### config.mk
export PLATFORM = sky130hd
export DESIGN_NAME = hdt_front
export DESIGN_NICKNAME = d
export VERILOG_FILES = /design/src/rtl/hdt_pkg.sv /design/src/rtl/hdt_front.sv
export SDC_FILE = /design/constraint.sdc
export NUM_CORES = 1
export LEC_CHECK = 0
export BUFFER_PORTS_ARGS = -buffer_cell sky130_fd_sc_hd__buf_2
export CORE_MARGIN = 10
export CORE_UTILIZATION = 35
export CTS_CLUSTER_DIAMETER = 100
export DETAILED_ROUTE_END_ITERATION = 6
export PLACE_DENSITY = 0.57
export SYNTH_ARGS = -nofsm -noshare
export SYNTH_HDL_FRONTEND = slang
export SYNTH_SLANG_ARGS = --single-unit
### constraint.sdc
create_clock -name clk -period 10.7 [get_ports clk]
set_clock_uncertainty 0.2 [all_clocks]
set_input_delay 1.605 -clock clk [delete_from_list [all_inputs] [get_ports clk]]
set_output_delay 1.605 -clock clk [all_outputs]
set_load 0.05 [all_outputs]
### src/rtl/hdt_pkg.sv
// hdt_pkg: shared types, constants and helpers of the header dynamic table
// used by hdt_front, hdt_back and header_dynamic_table; no dependencies
package hdt_pkg;

    localparam int STORE_BYTES    = 4096;
    localparam int MAX_ENTRIES    = 128;
    localparam int ENTRY_OVERHEAD = 32;

    localparam int ADDR_W = $clog2(STORE_BYTES);
    localparam int SLOT_W = $clog2(MAX_ENTRIES);
    localparam int CNT_W  = SLOT_W + 1;
    localparam int LEN_W  = 12;
    localparam int PEND_W = LEN_W + 1;
    localparam int CAP_W  = 13;
    localparam int IDX_W  = 7;
    localparam int BYTE_W = 8;
    // wide enough for every sum and product of the size checks
    localparam int WIDE_W = 24;

    typedef logic [WIDE_W-1:0] wide_t;

    typedef enum logic [1:0] {
        CMD_PUSH_BEGIN = 2'd0,
        CMD_PUSH_BYTE  = 2'd1,
        CMD_PEEK       = 2'd2,
        CMD_POP        = 2'd3
    } cmd_t;

    typedef enum logic [1:0] {
        ST_OK       = 2'd0,
        ST_TOO_BIG  = 2'd1,
        ST_NO_ENTRY = 2'd2,
        ST_NO_PUSH  = 2'd3
    } status_t;

    typedef struct packed {
        cmd_t              cmd;
        logic [LEN_W-1:0]  name_length;
        logic [LEN_W-1:0]  value_length;
        logic [BYTE_W-1:0] data_byte;
        logic [IDX_W-1:0]  entry_index;
        logic [LEN_W-1:0]  byte_offset;
        logic [LEN_W-1:0]  name_room;
        logic [LEN_W-1:0]  value_room;
    } item_t;

    typedef struct packed {
        logic  valid;
        item_t item;
    } q_head_t;

    typedef struct packed {
        logic [ADDR_W-1:0] start;
        logic [LEN_W-1:0]  name_len;
        logic [LEN_W-1:0]  value_len;
    } meta_t;

    // single conditional subtract, value known below twice the modulus
    function automatic wide_t wrap(input wide_t x, input wide_t m);
        return (x >= m) ? x - m : x;
    endfunction

endpackage

### src/rtl/hdt_front.sv
// hdt_front: accepts input transfers and queues them for the back end
// depends on hdt_pkg
module hdt_front
(
    input  logic                       clk,
    input  logic                       rst_n,
    input  logic                       in_valid,
    output logic                       in_ready,
    input  hdt_pkg::item_t             in_item,
    output hdt_pkg::q_head_t           head,
    input  logic                       head_pop
);

    hdt_pkg::item_t q_mem_reg [2];
    logic       wr_ptr_reg, wr_ptr_next;
    logic       rd_ptr_reg, rd_ptr_next;
    logic [1:0] fill_reg, fill_next;
    logic       push, pop;

    assign in_ready   = (fill_reg != 2'd2);
    assign push       = in_valid && in_ready;
    assign pop        = head_pop && (fill_reg != 2'd0);
    assign head.valid = (fill_reg != 2'd0);
    assign head.item  = q_mem_reg[rd_ptr_reg];

    always_comb
    begin
        wr_ptr_next = push ? ~wr_ptr_reg : wr_ptr_reg;
        rd_ptr_next = pop ? ~rd_ptr_reg : rd_ptr_reg;
        fill_next   = fill_reg + {1'b0, push} - {1'b0, pop};
    end

    always_ff @(posedge clk)
    begin
        if (push)
        begin
            q_mem_reg[wr_ptr_reg] <= in_item;
        end
    end

    always_ff @(posedge clk or negedge rst_n)
    begin
        if (!rst_n)
        begin
            wr_ptr_reg <= 1'b0;
            rd_ptr_reg <= 1'b0;
            fill_reg   <= 2'd0;
        end
        else
        begin
            wr_ptr_reg <= wr_ptr_next;
            rd_ptr_reg <= rd_ptr_next;
            fill_reg   <= fill_next;
        end
    end

endmodule

==> results by group, run 1 <==
Route
  • Via Count: 2852
  • Via density: 4.31
  • Final wirelength: 11500 um
  • Post-detailed-route count of antenna-violating nets: 0
  • Drt pass-1 iters: 4
  • Drt wl/cell: 17.4 um
  • 1st-iter DRT viols: 125
  • Post-route DRC: 0

Power and ir drop
  • Max VDD drop: 0.243 mV
  • Total Power: 2.42 mW
  • Cell Pwr Density: 328 nW/um^2
  • P_leak: 2.80 nW

Timing
  • Final Hold Fails: 0
  • Max Clk Rate: 243 MHz
  • RSZ-0062 raised after global routing: no
  • Final Setup Violations: 0
  • Min Tclk post-route: 4.11 ns
  • Total negative slack: 0 ns
  • Tcrit/Tclk final: 38.4%
  • Relative slew slack: 22.0%
  • Worst Max-Slew Pin Slew: 1.17 ns
  • Pins Over Slew Limit: 0

Clocking
  • CTS tree: yes
  • Post-CTS sizing: 0
  • Longest Clk Path Bufs: 2
  • Clock transition at path regs: 0.06 ns
  • Htree depth: 4
  • Post-CTS Setup Inserts: 0
  • Worst skew pair latency: 0.42 ns
  • Root buf cell: clkbuf_16
  • CTS buffer count: 17
  • Hold_buf cts: 0
  • Clock sinks: 158

GRT
  • Met1 Use GR: 10.7%
  • First-pass GRT wire length: 17700 um
  • Vias in the first global route: 3306
  • Met3 usage: 6.16%
  • Grt met2 use: 17.7%
  • Busiest grt layer: met2
  • Pin count of the biggest net entering global routing: 79
  • Total gr overflow: 0
  • Initial antenna violation count: 2
  • Gr usage total: 10.7%

Logic synthesis
  • Post-synth top area share: 79.3%
  • Synth top cells by count: 154 x edfxtp_1, 57 x mux2_2, 20 x mux2_4, 5 x buf_2
  • Ranking of synthesized cells by area: edfxtp_1 79%, mux2_2 11%, mux2_4 5.1%, dfrtp_1 1.7%, buf_6 0.77%
  • Distinct cells, synth: 16
  • Yosys warns: 0
  • Synth Register Bits: 158
  • Synthesized net count: 340
  • Synth async-reset ratio: 2.53%
  • Post-Synthesis Cell Area: 5830 um^2
  • Most numerous cell in the Yosys netlist: edfxtp_1
  • Main synth FF type: edfxtp_1
  • Synth Area per Inst: 22.7 um^2
  • Post-synth top area cell: edfxtp_1
  • Mapped Cells: 257
  • Post-synth EDFFs: 154
  • Sequential area share after synthesis: 81.0%

Die
  • Die area: 22200 um^2
  • Die X: 149 um
  • Initial Util: 35.4%
  • Die Span Y: 149 um
  • Core area: 16500 um^2
  • Std cell rows: 47
  • Ports: 160

Setup path
  • Startpoint types: register
  • Top delay family on crit path: flip-flops
  • CP Buf/Inv Count: 1
  • CP peak stage delay: 1.20 ns
  • Slowest-stage cell, CP: dfrtp_4
  • CP Data Arrival Time: 2.31 ns
  • CP Max Fanout: 78
  • WP data required: 8.90 ns
  • CP Cell Sequence: mux2_2 > buf_2
  • Crit end category: output pin
  • WS Path Type: register to output pin

Flow run
  • Max-cap viol count: 0

Place
  • Dpl hpwl: 7690 um
  • GPL Wtd Cong: 0.702
  • I/O Buffers: 159

Cells and area
  • Final #Nets: 510
  • Fraction of final layout cells sized beyond drive strength 1: 61.4%
  • P&R area growth vs syn: 26.6%
  • Register area: 4730 um^2
  • Fill count: 1508
  • Area occupied by multi-input gates: 1050 um^2
  • Max reg flops: 154

Status
  • Status: finished, final reports clean

Min path
  • Worst hold path class: register to register
## worst reg2reg max path: stages, from the launching register on
cell	delay, ns
dfrtp_1	0.40
nand2b_1	0.11
nand2_1	0.14
nor2_4	0.22
buf_4	0.75
## kinds of logic (layout without fill, tap and decap cells)
logic type / after synthesis / after routing / share of synthesized area, %
xor+xnor: 4 / 4 / 0.601
flops: 158 / 158 / 81.0
fa+ha+maj: 2 / 2 / 0.429
other cells: 0 / 2 / 0
mux: 77 / 77 / 16.2
simple gates: 6 / 6 / 0.558
buf+inv: 10 / 193 / 1.27
## power by group
part | internal, mW | total [mW] | switching [mW]
Combinational | 0.279 | 0.947 | 0.668
Clock | 0.294 | 0.528 | 0.234
Sequential | 0.849 | 0.943 | 0.0941
Total | 1.42 | 2.42 | 0.996
## area by class of cell
| cell class | count | share of cell area, % |
|---|---|---|
| multi-input combinational | 89 | 14.2 |
| sequential | 158 | 64.0 |
| timing repair buffer | 160 | 10.9 |
| clock inverter | 15 | 1.32 |
| antenna | 2 | 0.0678 |
| inverter | 1 | 0.0508 |
| tap | 220 | 3.73 |
| clock buffer | 17 | 5.76 |
## stage by stage
stage               cells  area (um^2)  setup slack, ns  hold slack, ns  utilization [%]
CTS                   660         7380             6.48           0.327             44.8
floorplan             257         5830             5.05           0.261                -
detailed placement    628         6860             6.96           0.310             41.6
global route          660         7380             6.42           0.352             44.8
global placement      628         6860             6.97           0.293             41.6
finish                662         7390             6.59           0.319             44.9
## layout by cell type (no fill, tap or decap)
master,Yosys,final
and2_1,1,1
and3_4,0,1
buf_2,5,159
buf_4,0,1
clkbuf_16,0,17
clkinv_1,0,3
clkinv_2,0,5
clkinv_4,0,5
dfrtp_1,4,3
dfrtp_4,0,1
diode_2,0,2
edfxtp_1,154,154
ha_1,2,2
inv_1,1,1
inv_6,0,2
mux2_2,57,57
mux2_4,20,20
nand2_1,1,1
nand2b_1,1,1
nor2_4,0,1
or2_2,1,1
xnor2_1,3,3
xor2_1,1,1
## path summary, 6_finish.rpt
check | startpoint | to | slack [ns] | depth (start not counted)
hold / removal | fill_reg[0] | fill_reg[0] | 0.32 | 1
setup reg to reg | fill_reg[1] | q_mem_reg[0][6] | 8.39 | 4
hold reg to reg | fill_reg[0] | fill_reg[0] | 0.32 | 1
max in group asynchronous | rst_n | rd_ptr_reg | 9.39 | 1
setup / recovery | rd_ptr_reg | head[21] | 6.59 | 2
min in group asynchronous | rst_n | fill_reg[1] | 0.78 | 1
## metal layers
metal | share of wire [%] | vias up
li1 | - | 1365
met3 | 10 | 12
met1 | 38 | 1378
met4 | 1.5 | 0
met2 | 50 | 97
met5 | 0 | -
Power figures use the tool's default switching activity.
==> run 2: changes to the inputs <==
- clock period: 10.7 -> 3.8 ns (I/O delays scaled with it)
==> results by group, run 2 (synthesis results as in run 1) <==
GRT
  • Met1 Use GR: 12.4%
  • Total gr overflow: 0
  • Gr usage total: 10.7%
  • Vias in the first global route: 3278
  • First-pass GRT wire length: 18100 um
  • Busiest grt layer: met2
  • Grt met2 use: 16.7%
  • Initial antenna violation count: 0
  • Pin count of the biggest net entering global routing: 78
  • Met3 usage: 5.31%

Place
  • I/O Buffers: 159
  • Dpl ws: 1.25 ns
  • GPL Wtd Cong: 0.714
  • Placed Cells: 630
  • Dpl hpwl: 7850 um

Cells and area
  • Final Non-Filler Cells: 661
  • Fill count: 1461
  • Fraction of final layout cells sized beyond drive strength 1: 60.3%
  • Most common cell after layout, fill and taps aside: buf_2
  • Final #Nets: 513
  • Final core occ: 45.3%
  • Antenna diodes: 0
  • Area occupied by multi-input gates: 1050 um^2
  • Register area: 4730 um^2
  • P&R area growth vs syn: 28.0%
  • Most frequent cells in the layout: 159 x buf_2, 154 x edfxtp_1, 57 x mux2_2, 20 x mux2_4, 17 x clkbuf_16
  • Max reg flops: 154

Clocking
  • Clock sinks: 158
  • Clock transition at path regs: 0.06 ns
  • Worst skew pair latency: 0.41 ns
  • Post-CTS sizing: 0
  • Longest Clk Path Bufs: 2
  • CTS tree: yes
  • CTS buffer count: 17
  • Htree depth: 4
  • Root buf cell: clkbuf_16
  • Post-CTS Setup Inserts: 0

Min path
  • Worst Hold Path Cells: 1
  • Worst hold path class: primary input to register

Route
  • Drt wl/cell: 17.9 um
  • Via Count: 2920
  • Via density: 4.42
  • Final wirelength: 11800 um
  • 1st-iter DRT viols: 128
  • Drt pass-1 iters: 6
  • Post-detailed-route count of antenna-violating nets: 0
  • Post-route DRC: 0

Die
  • Initial Util: 35.4%
  • Core area: 16500 um^2
  • Die X: 149 um
  • Die area: 22200 um^2
  • Die Span Y: 149 um
  • Std cell rows: 47
  • Ports: 160

Timing
  • Total negative slack: 0 ns
  • Final worst-path setup slack: 0.858 ns
  • Tcrit/Tclk final: 77.4%
  • RSZ-0062 raised after global routing: no
  • Min Tclk post-route: 2.94 ns
  • Relative slew slack: 24.9%
  • Final Hold Fails: 0
  • WHS: 0.143 ns
  • Worst Max-Slew Pin Slew: 1.13 ns
  • Max Clk Rate: 340 MHz
  • Pins Over Slew Limit: 0
  • Final Setup Violations: 0

Status
  • Status: finished, final reports clean

Flow run
  • Max-cap viol count: 0

Setup path
  • WP data required: 3.03 ns
  • Crit end category: output pin
  • WS Path Type: register to output pin
  • Number of cells on the worst reg-to-reg path: 4
  • Startpoint types: register
  • CP Data Arrival Time: 2.17 ns
  • CP Max Fanout: 47

Power and ir drop
  • Cell Pwr Density: 938 nW/um^2
  • P_leak: 2.83 nW
  • Max VDD drop: 0.466 mV
## run 2: cell types whose count changed in the layout (fill, tap and decap cells not counted), moves of 3 or more
cell / previous run / this run
bufinv_16: 0 / 3
clkbuf_1: 0 / 3
clkinv_2: 5 / 2
clkinv_4: 5 / 0
## run 2: critical path, cell delays in order (launching register included)
cell     delay, ns
dfrtp_4       0.77
buf_12        0.33
mux2_2        0.38
buf_2         0.21
## run 2: layout make-up
| cell class | count | share of cell area, % |
|---|---|---|
| flip-flops and latches | 158 | 63.3 |
| repair buffers | 163 | 11.4 |
| well taps | 220 | 3.69 |
| inverters | 1 | 0.0503 |
| clock inverters | 10 | 1.64 |
| clock buffers | 20 | 5.85 |
| multi-input cells | 89 | 14.0 |
## run 2: power breakdown
part	leakage, nW	internal, mW	switching (mW)	total [mW]
registers	1.48	2.39	0.168	2.56
clock network	0.270	1.01	0.613	1.63
logic	1.09	0.806	2.01	2.82
## run 2: worst paths after layout
kind / from / end / slack [ns]
worst max-delay path: rd_ptr_reg / head[46] / 0.86
worst max register to register: fill_reg[1] / q_mem_reg[0][69] / 1.50
worst min register to register: fill_reg[0] / fill_reg[0] / 0.31
max in group asynchronous: rst_n / rd_ptr_reg / 2.94
worst min-delay path: in_item[59] / q_mem_reg[1][59] / 0.14
min in group asynchronous: rst_n / fill_reg[0] / 0.31
## run 2: layer usage
metal	share of wire, %	vias up	wire, um
met1	43	1425	5070
met4	1.4	0	170
li1	-	1367	-
met2	47	113	5520
met3	9.0	15	1070
met5	0	-	0
## run 2: repair_timing
| item | in CTS | in global routing |
|---|---|---|
| endpoints found under the hold margin | 4 | 0 |
| setup endpoints to repair | 0 | 0 |
| hold buffers | 1 | 0 |
## run 2: metrics by stage
stage               total power, mW  cell area [um^2]
floorplan                      4.84              5840
global placement               5.44              6900
detailed placement             5.47              6900
CTS                            7.11              7470
global route                   7.33              7470
finish                         7.00              7470
==> run 3: changes to the inputs <==
- ABC_AREA: not set -> 1
- clock period: 3.8 -> 2.85 ns (I/O delays scaled with it)
==> results by group, run 3 <==
Die
  • Ports: 160
  • Initial Util: 35.4%
  • Die area: 22200 um^2
  • Core area: 16500 um^2
  • Die Span Y: 149 um
  • Std cell rows: 47
  • Die X: 149 um

Power and ir drop
  • Cell Pwr Density: 1190 nW/um^2
  • P_leak: 3.53 nW
  • Max VDD drop: 0.794 mV

GRT
  • Vias in the first global route: 4209
  • Pin count of the biggest net entering global routing: 79
  • Gr usage total: 12.6%
  • Total gr overflow: 0
  • Initial antenna violation count: 0
  • First-pass GRT wire length: 21900 um

Cells and area
  • Fill count: 1478
  • Most common cell after layout, fill and taps aside: nand2_1
  • Final core occ: 50.0%
  • Fraction of final layout cells sized beyond drive strength 1: 28.4%
  • Final #Nets: 760
  • Most frequent cells in the layout: 244 x nand2_1, 155 x buf_2, 154 x edfxtp_1, 75 x dlygate4sd3_1, 17 x clkbuf_16
  • Final Non-Filler Cells: 910
  • P&R area growth vs syn: 41.3%
  • Antenna diodes: 0
  • Max reg flops: 154
  • Register area: 4730 um^2
  • Area occupied by multi-input gates: 967 um^2

Route
  • Met2 WL: 6600 um
  • Final wirelength: 13600 um
  • Met1 Wirelength: 5670 um
  • Wire length on met3: 1130 um
  • Post-detailed-route count of antenna-violating nets: 0
  • Drt pass-1 iters: 6
  • 1st-iter DRT viols: 154
  • Drt wl/cell: 14.9 um
  • Via density: 4.29
  • Via Count: 3908
  • Post-route DRC: 0
  • Top Layer Used: met4

Logic synthesis
  • Post-Synthesis Cell Area: 5830 um^2
  • Post-synth EDFFs: 154
  • Mapped Cells: 434
  • Sequential area share after synthesis: 81.0%
  • Distinct cells, synth: 11
  • Synth top cells by count: 244 x nand2_1, 154 x edfxtp_1, 11 x buf_2, 8 x inv_1, 4 x dfrtp_1
  • Yosys warns: 0
  • Synth async-reset ratio: 2.53%
  • Most numerous cell in the Yosys netlist: nand2_1
  • Synth Area per Inst: 13.4 um^2
  • Synth Register Bits: 158
  • Synthesized net count: 517
  • Main synth FF type: edfxtp_1
  • Ranking of synthesized cells by area: edfxtp_1 79%, nand2_1 16%, dfrtp_1 1.7%, buf_2 0.94%, buf_6 0.58%
  • Post-synth top area cell: edfxtp_1
  • Post-synth top area share: 79.3%

Place
  • Dpl hpwl: 8690 um
  • GPL Wtd Cong: 0.729
  • Placed Cells: 803
  • I/O Buffers: 159

Clocking
  • Post-CTS Setup Inserts: 0
  • Root buf cell: clkbuf_16
  • Htree depth: 4
  • Clock transition at path regs: 0.06 ns
  • Post-CTS sizing: 0
  • Worst skew pair latency: 0.41 ns
  • Clock sinks: 158
  • Longest Clk Path Bufs: 2
  • CTS tree: yes
  • CTS buffer count: 17
  • Hold_buf cts: 74

Status
  • Status: finished, final reports clean

Setup path
  • Worst R2R Start: wr_ptr_reg
  • Startpoint types: register
  • CP Buf/Inv Count: 3
  • Crit end category: output pin
  • Slowest-stage cell, CP: buf_4
  • R2R setup slack: 1.01 ns
  • CP Max Fanout: 45
  • CP peak stage delay: 0.44 ns
  • CP startpoint: rd_ptr_reg
  • Critical path's most frequent cell: nand2_1
  • CP Cell Sequence: inv_2 > buf_4 > nand2_1 > nand2_1 > buf_2
  • WS Path Type: register to output pin
  • RR Endpoint: q_mem_reg[0][52]
  • Top delay family on crit path: buffers and inverters
  • WP data required: 2.22 ns
  • CP Data Arrival Time: 1.83 ns
  • Number of cells on the worst reg-to-reg path: 4

Min path
  • Worst hold path class: primary input to register
  • Min-Delay Endpoint: q_mem_reg[0][69]
  • Worst hold start: in_item[69]
  • Worst Hold Path Cells: 1

Timing
  • Pins Over Slew Limit: 0
  • Worst Max-Slew Pin Slew: 0.622 ns
  • Min Tclk post-route: 2.46 ns
  • Max Clk Rate: 407 MHz
  • WHS: 0.0257 ns
  • Total negative slack: 0 ns
  • Final Setup Violations: 0
  • Final Hold Fails: 0
  • RSZ-0062 raised after global routing: no
  • Tcrit/Tclk final: 86.3%
  • Relative slew slack: 58.5%

Flow run
  • Max-cap viol count: 0
## run 3: cells by family after synthesis
family / share of synthesized area, %
AND/OR/NAND/NOR: 16.0
adder cells (fa/ha/maj): 0.429
flip-flops: 81.0
buffers and inverters: 2.49
## run 3: power breakdown
part           switching, mW  internal, mW  total [mW]
clock network          0.839          1.27        2.11
logic                   3.47         0.937        4.41
registers              0.120          3.17        3.29
total                   4.43          5.38        9.81
## run 3: worst max path at each step
stage / slack, ns / endpoint / cells past startpoint
3_5_place_dp: 0.82 / head[5] / 5
3_3_place_gp: 0.83 / head[5] / 5
5_1_grt: 0.25 / head[22] / 5
6_report: 0.39 / head[13] / 5
4_1_cts: 0.36 / head[5] / 5
2_1_floorplan: 0.09 / q_mem_reg[1][0] / 3
## run 3: per-stage QoR
| stage | area (um^2) | worst slack [ns] | total power [mW] |
|---|---|---|---|
| 2_1_floorplan | 5840 | 0.0897 | 6.57 |
| 3_3_place_gp | 6930 | 0.831 | 7.72 |
| 3_5_place_dp | 6930 | 0.818 | 7.75 |
| 4_1_cts | 8220 | 0.359 | 9.96 |
| 5_1_grt | 8230 | 0.247 | 10.4 |
| 6_report | 8230 | 0.391 | 9.81 |
## run 3: cell type report
type / count / area share (%)
Tap cell: 220 / 3.34
Inverter: 9 / 0.456
Multi-Input combinational cell: 250 / 11.7
Clock inverter: 13 / 1.50
Clock buffer: 19 / 5.26
Sequential cell: 158 / 57.4
Timing Repair Buffer: 241 / 20.3
## run 3: layer usage
metal,vias up,global-route usage [%]
met5,-,0
met4,0,4.86
met3,14,5.28
met2,115,21.1
met1,1832,14.1
li1,1947,-
